[src/sv/grbb_pkg.sv]
// Shared types and constants for the group relabel bounding-box block.
// Used by grbb_ctrl, grbb_dpath and group_relabel_bounding_box.
package grbb_pkg;

    // Default sizes, handed to the top level parameters
    localparam int DEF_GRID_COLS   = 128;
    localparam int DEF_GRID_ROWS   = 128;
    localparam int DEF_COORD_LIMIT = 4096;

    // Fixed field widths
    localparam int LABEL_W   = 9;
    localparam int AREA_W    = 3;
    localparam int QUERY_W   = 7;
    localparam int BOX_W     = 12;
    localparam int CFG_W     = 13;
    localparam int CFG_IDX_W = 2;
    // Wide enough to compare any group index against a grid size up to 1024
    localparam int IDX_CMP_W = 11;
    // Wide enough for row * GRID_COLS + col before truncation to the address
    localparam int ADDR_CALC_W = 20;

    localparam int GROUP_SHIFT  = 2;
    localparam int RESET_CORNER = 3279;
    localparam int RESET_SIZE   = 3280;

    // Configuration register indexes
    localparam logic [CFG_IDX_W-1:0] REG_IMAGE_WIDTH  = 2'd0;
    localparam logic [CFG_IDX_W-1:0] REG_IMAGE_HEIGHT = 2'd1;

    // Input action codes
    localparam logic ACT_PIXEL = 1'b0;
    localparam logic ACT_READ  = 1'b1;

    typedef enum logic [1:0] {
        ST_CLEAR,
        ST_IDLE,
        ST_READ,
        ST_UPDATE
    } t_state;

    // Commands from controller to datapath
    typedef struct packed {
        logic clear;   // write one reset entry and advance the sweep
        logic load;    // capture the item at the input ports
        logic read;    // read the table entry of the captured item
        logic update;  // merge, write back and present the result
    } t_cmd;

    // Status from datapath to controller
    typedef struct packed {
        logic clear_last;  // sweep is at the last entry
    } t_sts;

endpackage

[src/sv/grbb_ctrl.sv]
// Controller state machine for the group relabel bounding-box block.
// Depends on grbb_pkg for the state and command/status types.
module grbb_ctrl import grbb_pkg::*; (
    input  logic i_clk,
    input  logic i_rst_n,
    input  logic start,
    input  t_sts i_sts,
    output t_cmd o_cmd,
    output logic busy
);

    t_state r_state;
    t_state n_state;

    // State register
    always_ff @(posedge i_clk) begin
        if (!i_rst_n) begin
            r_state <= ST_CLEAR;
        end else begin
            r_state <= n_state;
        end
    end

    // Next state and commands
    always_comb begin
        n_state = r_state;
        o_cmd   = '0;
        busy    = 1'b1;
        case (r_state)
            ST_CLEAR: begin
                o_cmd.clear = 1'b1;
                if (i_sts.clear_last) begin
                    n_state = ST_IDLE;
                end
            end
            ST_IDLE: begin
                busy = 1'b0;
                if (start) begin
                    o_cmd.load = 1'b1;
                    n_state    = ST_READ;
                end
            end
            ST_READ: begin
                o_cmd.read = 1'b1;
                n_state    = ST_UPDATE;
            end
            ST_UPDATE: begin
                o_cmd.update = 1'b1;
                n_state      = ST_IDLE;
            end
            default: begin
                n_state = ST_CLEAR;
            end
        endcase
    end

endmodule

[config.mk]
export PLATFORM = sky130hd
export DESIGN_NAME = grbb_ctrl
export DESIGN_NICKNAME = d
export VERILOG_FILES = /design/src/sv/grbb_pkg.sv /design/src/sv/grbb_ctrl.sv
export SDC_FILE = /design/constraint.sdc
export NUM_CORES = 1
export LEC_CHECK = 0
export BUFFER_PORTS_ARGS = -buffer_cell sky130_fd_sc_hd__clkbuf_2
export CAP_MARGIN = 5
export CORE_AREA = 8 8 45 47
export DETAILED_ROUTE_END_ITERATION = 12
export DIE_AREA = 0 0 53 55
export PLACE_DENSITY = 0.44
export SETUP_SLACK_MARGIN = 0.2
export SYNTH_ARGS = -nofsm -noshare
export SYNTH_HDL_FRONTEND = slang
export SYNTH_SLANG_ARGS = --single-unit
export TNS_END_PERCENT = 30
[constraint.sdc]
create_clock -name i_clk -period 1.2 [get_ports i_clk]
set_clock_uncertainty 0.15 [all_clocks]
set_input_delay 0.24 -clock i_clk [delete_from_list [all_inputs] [get_ports i_clk]]
set_output_delay 0.24 -clock i_clk [all_outputs]
set_load 0.02 [all_outputs]
==> flow_summary.toml, run 1 <==
[worst_hold_path]
hold_end = "r_state[1]"
hold_depth = 3
hold_class = "input pin to register"
worstHoldStart = "i_rst_n"

[place]
placed_cells = 43
pre_cts_slack_ps = -23.9
place_hpwl_um = 337
gp_congestion = 0.638
placed_cell_area_um2 = 272
io_buffers = 8

[power_and_ir_drop]
total_power_mw = 0.879
vdd_drop_max_mv = 0.665
p_leak_nw = 0.149
powerDensity_mw_per_mm2 = 2560

[timing]
final.min_clock_period_ps = 1410
final.period_utilization_pct = 118
final-setup-viol-count = 5
fmax_mhz = 707
hold_violations = 0
slew_viol_final = 0
tightest_slew_ps = 112
fin_hold_ws_ps = 144
slew_headroom_pct = 92.3
setup_tns_ps = -816
fin_ws_ps = -214
grt_setup_unrepaired = "true"

[run]
cap_violations = 0

[critical_path]
cp.buffers_inverters = 2
cpPeakStageDelay_ps = 340
crit_fanout = 2
r2r_cells = 5
cp.arrival_ps = 1020
path_cells = "inv_4 > ha_4 > and2_4 > buf_8"
crit_required_ps = 810
critPathKind = "register to output pin"
timing.rr.end = "r_state[0]"
setup.worst_path.start_class = "register"
critical-path-slowest-cell = "dfxtp_2"
ff2ff_setup_slack_ps = 60
endpoint_kind = "output pin"
r2r_start = "r_state[0]"
cp_top_family = "flip-flops"

[routing]
drtIter0Drc = 0
wirelength_um = 408
viasPerCell = 3.34
route.vias.total = 157
ant_nets = 0
drc = 0
wl_per_cell_um = 8.68
firstDrtPassIters = 1

[synth]
synth_sequential_area_ratio_pct = 23.7
synthesis.nets = 26
synth_top_cell_by_area = "ha_1"
synth_warnings = 0
synth_edf_count = 0
async_flop_share_pct = 0
yosys-top-cells-area = "ha_1 30%, dfxtp_1 24%, nand2b_4 8.1%"
synth_cells = 18
synth_seq_cells = 2
synth_cell_types = 11
yosys.area.top_type_share_pct = 29.6
syn-cell-area_um2 = 169
avgSynthCellArea_um2 = 9.38
synth_ff_type = "dfxtp_1"
synth_top_cells_by_count = "4 x ha_1, 3 x nand2_1, 2 x dfxtp_1, 2 x inv_1"
synth.most_common_cell = "ha_1"

[clock_network]
clock_path_buffers = 2
cts.sinks = 2
cts_hold_buf = 0
clk_latency_ps = 230
h-tree-depth = 1
cts_tree = "done"
cts-root-buf = "clkbuf_4"
numCtsBuffers = 3
clkTransAtPathRegs_ps = 30

[grt]
grt_first_pass_wirelength_um = 662
antenna_found_initial = 0
grt_use_total_pct = 3.38
grt_pass1_vias = 167
gr-total-overflow = 0
grt_max_degree = 5

[floorplanning]
num_rows = 14
die_h_um = 55
core_area_mm2 = 0.00138
initial_core_util_pct = 12.2
dieArea_mm2 = 0.00292
ios = 9
chipWidth_um = 53

[layout]
finalNetCount = 40
top_register = "r_state"
largest_reg_flops = 2
n_antenna_cell = 0
area_growth_pct = 103
final_cell_count_no_fill = 47
fin_area_um2 = 343
top_regs = "r_state x2"
final_core_util_pct = 24.8
drive_gt1_share_pct = 80.6

[outcome]
outcome = "finished with violations"
violations = "setup timing"
-- power breakdown --
part / switching, mW / internal, mW / leakage [nW]
sequential: 0.0446 / 0.109 / 0.0175
combinational: 0.273 / 0.286 / 0.116
clock: 0.0425 / 0.124 / 0.0150
-- worst register-to-register path: stages, from the launching register on --
cell and delay [ps]:
dfxtp_4 380, inv_4 40, ha_4 160, nand2b_4 80
a21oi_2 50, a31o_1 180
-- repair_timing --
item	CTS	global route
endpoints found under the hold margin	0	0
pin swaps	1	1
gates resized for setup	9	6
setup endpoints to repair	7	7
setup buffers	0	0
-- area by class of cell --
cell class | instances | area (µm²)
inverter | 3 | 18.8
multi-input combinational | 13 | 150
clock buffer | 4 | 26.3
sequential | 2 | 45.0
fill | 152 | 1040
tap | 16 | 20.0
timing repair buffer | 9 | 82.6
-- cell families after synthesis --
family                     count (synthesis)  synth area share, %
DFF                                        2                 23.7
buffers and inverters                      3                 6.67
AOI/OAI and AO/OA                          3                 15.6
muxes                                      1                 5.93
and+or+nand+nor                            5                 18.5
adders and majority gates                  4                 29.6
-- worst max-delay path by stage --
stage | from | end | slack (ps) | depth (start not counted)
2_1_floorplan | r_state[1] | r_state[0] | 70 | 5
3_3_place_gp | r_state[1] | o_cmd[2] | -20 | 4
3_5_place_dp | r_state[1] | o_cmd[2] | -20 | 4
4_1_cts | r_state[1] | o_cmd[2] | -240 | 4
5_1_grt | r_state[1] | o_cmd[2] | -260 | 4
6_report | r_state[1] | o_cmd[2] | -210 | 4
-- cells in the final DEF, fill, tap and decap left out, drive strengths merged --
master / synthesis / routed
a21oi: 1 / 1
nand2b: 1 / 1
a31o: 1 / 1
clkbuf: 0 / 9
ha: 4 / 4
dfxtp: 2 / 2
buf: 0 / 4
o21ai: 1 / 1
mux2i: 1 / 1
nand2: 3 / 3
and2: 1 / 1
inv: 3 / 3
-- metal layers --
metal | track usage [%] | wire (µm)
met4 | 0 | 0
met3 | 5.35 | 67
met1 | 3.03 | 170
met5 | 0 | 0
met2 | 4.30 | 170
No activity file was read; power rests on OpenSTA's default activity.
==> run 2: changes to the inputs <==
PLACE_DENSITY = 0.43   (was 0.44)
clock period = 1.4 ns   (was 1.2 ns; I/O delays follow)
==> run 2 against run 1 <==
Net effect: the flow still finishes with violations (setup timing); combinational power is 5.0% lower; critical path type unchanged; critical endpoint unchanged; utilization is 0.18 points higher; final cell count shrank 2.1%; setup slack improved by 160 ps; die area unchanged; non-clock buffer count did not move.
==> flow_summary.toml, run 2 (synthesis gave the netlist of run 1 again) <==
[timing]
slew_viol_final = 0
grt_setup_unrepaired = "true"
final.period_utilization_pct = 104
fmax_mhz = 689
hold_violations = 0
final.min_clock_period_ps = 1450
setup_tns_ps = -90.7
tightest_slew_ps = 115
slew_headroom_pct = 92.1
fin_ws_ps = -51.0
fin_hold_ws_ps = 199
final-setup-viol-count = 2

[critical_path]
critical-path-slowest-cell = "dfxtp_2"
crit_required_ps = 970
cp.arrival_ps = 1020
cpPeakStageDelay_ps = 340
crit_fanout = 2
cp-startpoint = "r_state[1]"
path_cells = "inv_4 > ha_4 > and2_4 > buf_8"
setup.worst_path.start_class = "register"
critPathKind = "register to output pin"
r2r_start = "r_state[0]"
endpoint_kind = "output pin"

[routing]
route.vias.total = 164
wirelength_um = 497
firstDrtPassIters = 1
drc = 0
wl_per_cell_um = 10.8
viasPerCell = 3.57
drtIter0Drc = 0
ant_nets = 0

[worst_hold_path]
worstHoldStart = "i_rst_n"
hold_class = "input pin to register"

[power_and_ir_drop]
vdd_drop_max_mv = 0.579
powerDensity_mw_per_mm2 = 2300
p_leak_nw = 0.153
total_power_mw = 0.793

[run]
cap_violations = 0

[layout]
largest_reg_flops = 2
drive_gt1_share_pct = 80.0
final_core_util_pct = 25.0
mostFrequentLayoutCells = "3 x nand2_1, 3 x ha_4, 3 x clkbuf_4, 3 x clkbuf_2, 3 x buf_8"
n_antenna_cell = 0
finalNetCount = 40
area_growth_pct = 104
fillCellCount = 155
top_regs = "r_state x2"
top_register = "r_state"

[place]
io_buffers = 8
place_hpwl_um = 343
gp_congestion = 0.680

[outcome]
outcome = "finished with violations"
violations = "setup timing"

[clock_network]
numCtsBuffers = 3
cts.sinks = 2
cts_hold_buf = 0
clock_path_buffers = 2
clkTransAtPathRegs_ps = 30
cts_tree = "done"
cts-root-buf = "clkbuf_4"
clk_latency_ps = 230
h-tree-depth = 1

[grt]
gr-total-overflow = 0
grt_max_degree = 5
grt_pass1_vias = 198
antenna_found_initial = 0
grt_use_total_pct = 4.36
grt_first_pass_wirelength_um = 855

[floorplanning]
ios = 9
initial_core_util_pct = 12.2
core_area_mm2 = 0.00138
dieArea_mm2 = 0.00292
die_h_um = 55
chipWidth_um = 53
num_rows = 14
==> run 2: cell count changes in the layout (fill, tap and decap cells not counted), sizes merged <==
| cell | change |
|---|---|
| clkbuf | -3 |
| buf | +2 |
==> run 2: path summary, 6_finish.rpt <==
path | endpoint | slack [ps] | depth (start not counted)
worst max-delay path | o_cmd[2] | -50 | 4
worst min-delay path | r_state[1] | 200 | 3
worst max register to register | r_state[0] | 220 | 5
worst min register to register | r_state[1] | 480 | 3
==> run 2: area by class of cell <==
type	instances	area, µm²	share of cell area (%)
repair buffers	9	83.8	24.3
multi-input cells	13	158	45.7
well taps	16	20.0	5.80
flip-flops and latches	2	45.0	13.0
inverters	3	16.3	4.71
clock buffers	3	22.5	6.52
==> run 2: where the power goes <==
group | switching [mW] | internal (mW) | total [mW]
sequential | 0.0394 | 0.0937 | 0.133
combinational | 0.255 | 0.276 | 0.531
clock | 0.0347 | 0.0948 | 0.129
==> run 2: critical path: cells and delay by family, from the launching register on <==
kind | cells | cell delay (ps)
fa+ha+maj | 1 | 150
buf+inv | 2 | 170
flops | 1 | 340
simple gates | 1 | 130
==> run 2: routing by layer <==
metal	track usage, %	vias up	share of wire, %
met4	2.59	0	0
met2	6.05	9	42
met3	5.08	0	20
met1	3.63	74	38
met5	0	-	0
li1	-	81	-
==> run 2: through the flow <==
step	setup WS, ps	cells	cell area [µm²]
2_1_floorplan	179	18	174
3_3_place_gp	119	43	241
3_5_place_dp	109	43	241
4_1_cts	-70.8	46	318
5_1_grt	-95.9	46	345
6_report	-51.0	46	345
==> run 2: what timing repair did <==
item                       CTS  global route
gates resized for setup     14            11
setup endpoints to repair    6             7
pin swaps                    1             0
setup buffers                0             0
gates cloned                 0             0
==> run 3: changes to the inputs <==
BUFFER_PORTS_ARGS = unset   (was -buffer_cell sky130_fd_sc_hd__clkbuf_2)
DONT_BUFFER_PORTS = 1   (was unset)
PLACE_DENSITY = 0.37   (was 0.43)
SKIP_CTS_REPAIR_TIMING = 1   (was unset)
==> run 3 against run 2 <==
Net effect: global-route usage shrank 0.54 points; via count decreased by 13%; clock power barely moved; maximum frequency rose by 7.9%; wire length is 7.8% lower; largest cell class unchanged; combinational power decreased by 24%; power down 18%; utilization down 5.2 points; sequential power fell by 7%; setup slack better by 110 ps; critical path depth fell by 1; final cell count is 15% lower; the run now ends clean.
==> flow_summary.toml, run 3 (synthesis gave the netlist of run 1 again) <==
[outcome]
outcome = "finished clean"

[timing]
slew_viol_final = 0
setup_tns_ps = 0
fin_ws_ps = 54.8
tightest_slew_ps = 157
grt_setup_unrepaired = "true"
fmax_mhz = 743
final.min_clock_period_ps = 1350
slew_headroom_pct = 89.5
final.period_utilization_pct = 96.1
final-setup-viol-count = 0
hold_violations = 0

[layout]
final_core_util_pct = 19.8
n_antenna_cell = 0
mostFrequentLayoutCells = "3 x inv_2, 3 x nand2_1, 3 x ha_4, 3 x clkbuf_4, 2 x buf_4"
area_growth_pct = 62.2
top_regs = "r_state x2"
top_register = "r_state"
finalNetCount = 33
largest_reg_flops = 2
drive_gt1_share_pct = 78.3

[power_and_ir_drop]
swShare_pct = 44.0
vdd_drop_max_mv = 0.383
combPwrFrac_pct = 61.7
total_power_mw = 0.653
p_sw_mw = 0.288
seq_power_share_pct = 19.0
powerDensity_mw_per_mm2 = 2380
clockPowerShare_pct = 19.2
p_leak_nw = 0.108
intPower_mw = 0.366

[clock_network]
clock_path_buffers = 2
cts.sinks = 2
h-tree-depth = 1
numCtsBuffers = 3
cts_tree = "done"
clkTransAtPathRegs_ps = 30
clk_latency_ps = 220
cts-root-buf = "clkbuf_4"

[routing]
wirelength_um = 458
firstDrtPassIters = 2
drtIter0Drc = 1
route.vias.total = 142
wl_per_cell_um = 11.7
ant_nets = 0
viasPerCell = 3.64
drc = 0

[place]
place_hpwl_um = 331
gp_congestion = 0.652
io_buffers = 0
pre_cts_slack_ps = 95.7

[grt]
grt_pass1_vias = 150
grt_first_pass_wirelength_um = 641
gr-total-overflow = 0
grt_max_degree = 5
grt_use_total_pct = 3.82
antenna_found_initial = 0

[critical_path]
cp.arrival_ps = 920
critPathKind = "register to output pin"
crit_required_ps = 970
crit_fanout = 2
endpoint_kind = "output pin"
setup.worst_path.start_class = "register"

[floorplanning]
dieArea_mm2 = 0.00292
initial_core_util_pct = 12.2
ios = 9
core_area_mm2 = 0.00138
chipWidth_um = 53
num_rows = 14
die_h_um = 55

[run]
cap_violations = 0

[worst_hold_path]
hold_class = "input pin to register"
run 3: critical path, cell delays in order (launching register included):
cell     delay, ps
dfxtp_2        320
inv_2           50
ha_4           150
and2_4         170
run 3: routing by layer:
| metal | global-route usage, % | up-vias | part of all wire, % |
|---|---|---|---|
| met2 | 3.13 | 8 | 41 |
| met3 | 4.55 | 2 | 25 |
| met1 | 3.33 | 65 | 32 |
| met5 | 0 | - | 0 |
| li1 | - | 67 | - |
| met4 | 6.47 | 0 | 2.0 |
run 3: power groups by stage:
stage          Sequential, mW  Clock (mW)  Combinational (mW)
2_1_floorplan           0.104           0               0.256
3_3_place_gp            0.103           0               0.312
3_5_place_dp            0.104           0               0.312
4_1_cts                 0.103       0.136               0.313
5_1_grt                 0.130       0.140               0.449
6_report                0.124       0.126               0.403
run 3: final cells by class:
type                            instances  area [µm²]
Sequential cell                         2        45.0
Multi-Input combinational cell         13         160
Timing Repair Buffer                    2        15.0
Clock buffer                            3        22.5
Tap cell                               16        20.0
Fill cell                             156        1110
Inverter                                3        11.3
run 3: final timing paths:
check	from	end	slack, ps	cells after the start
min	i_rst_n	r_state[0]	50	1
min reg2reg	r_state[1]	r_state[1]	470	3
max	r_state[1]	o_cmd[2]	50	3
max reg2reg	r_state[1]	r_state[0]	150	6
run 3: metrics by stage:
stage          instances  hold WS [ps]  cell area (µm²)
4_1_cts               38          44.5              224
3_3_place_gp          35           280              201
2_1_floorplan         18           272              174
5_1_grt               39          50.9              274
3_5_place_dp          35           282              201
6_report              39          52.1              274
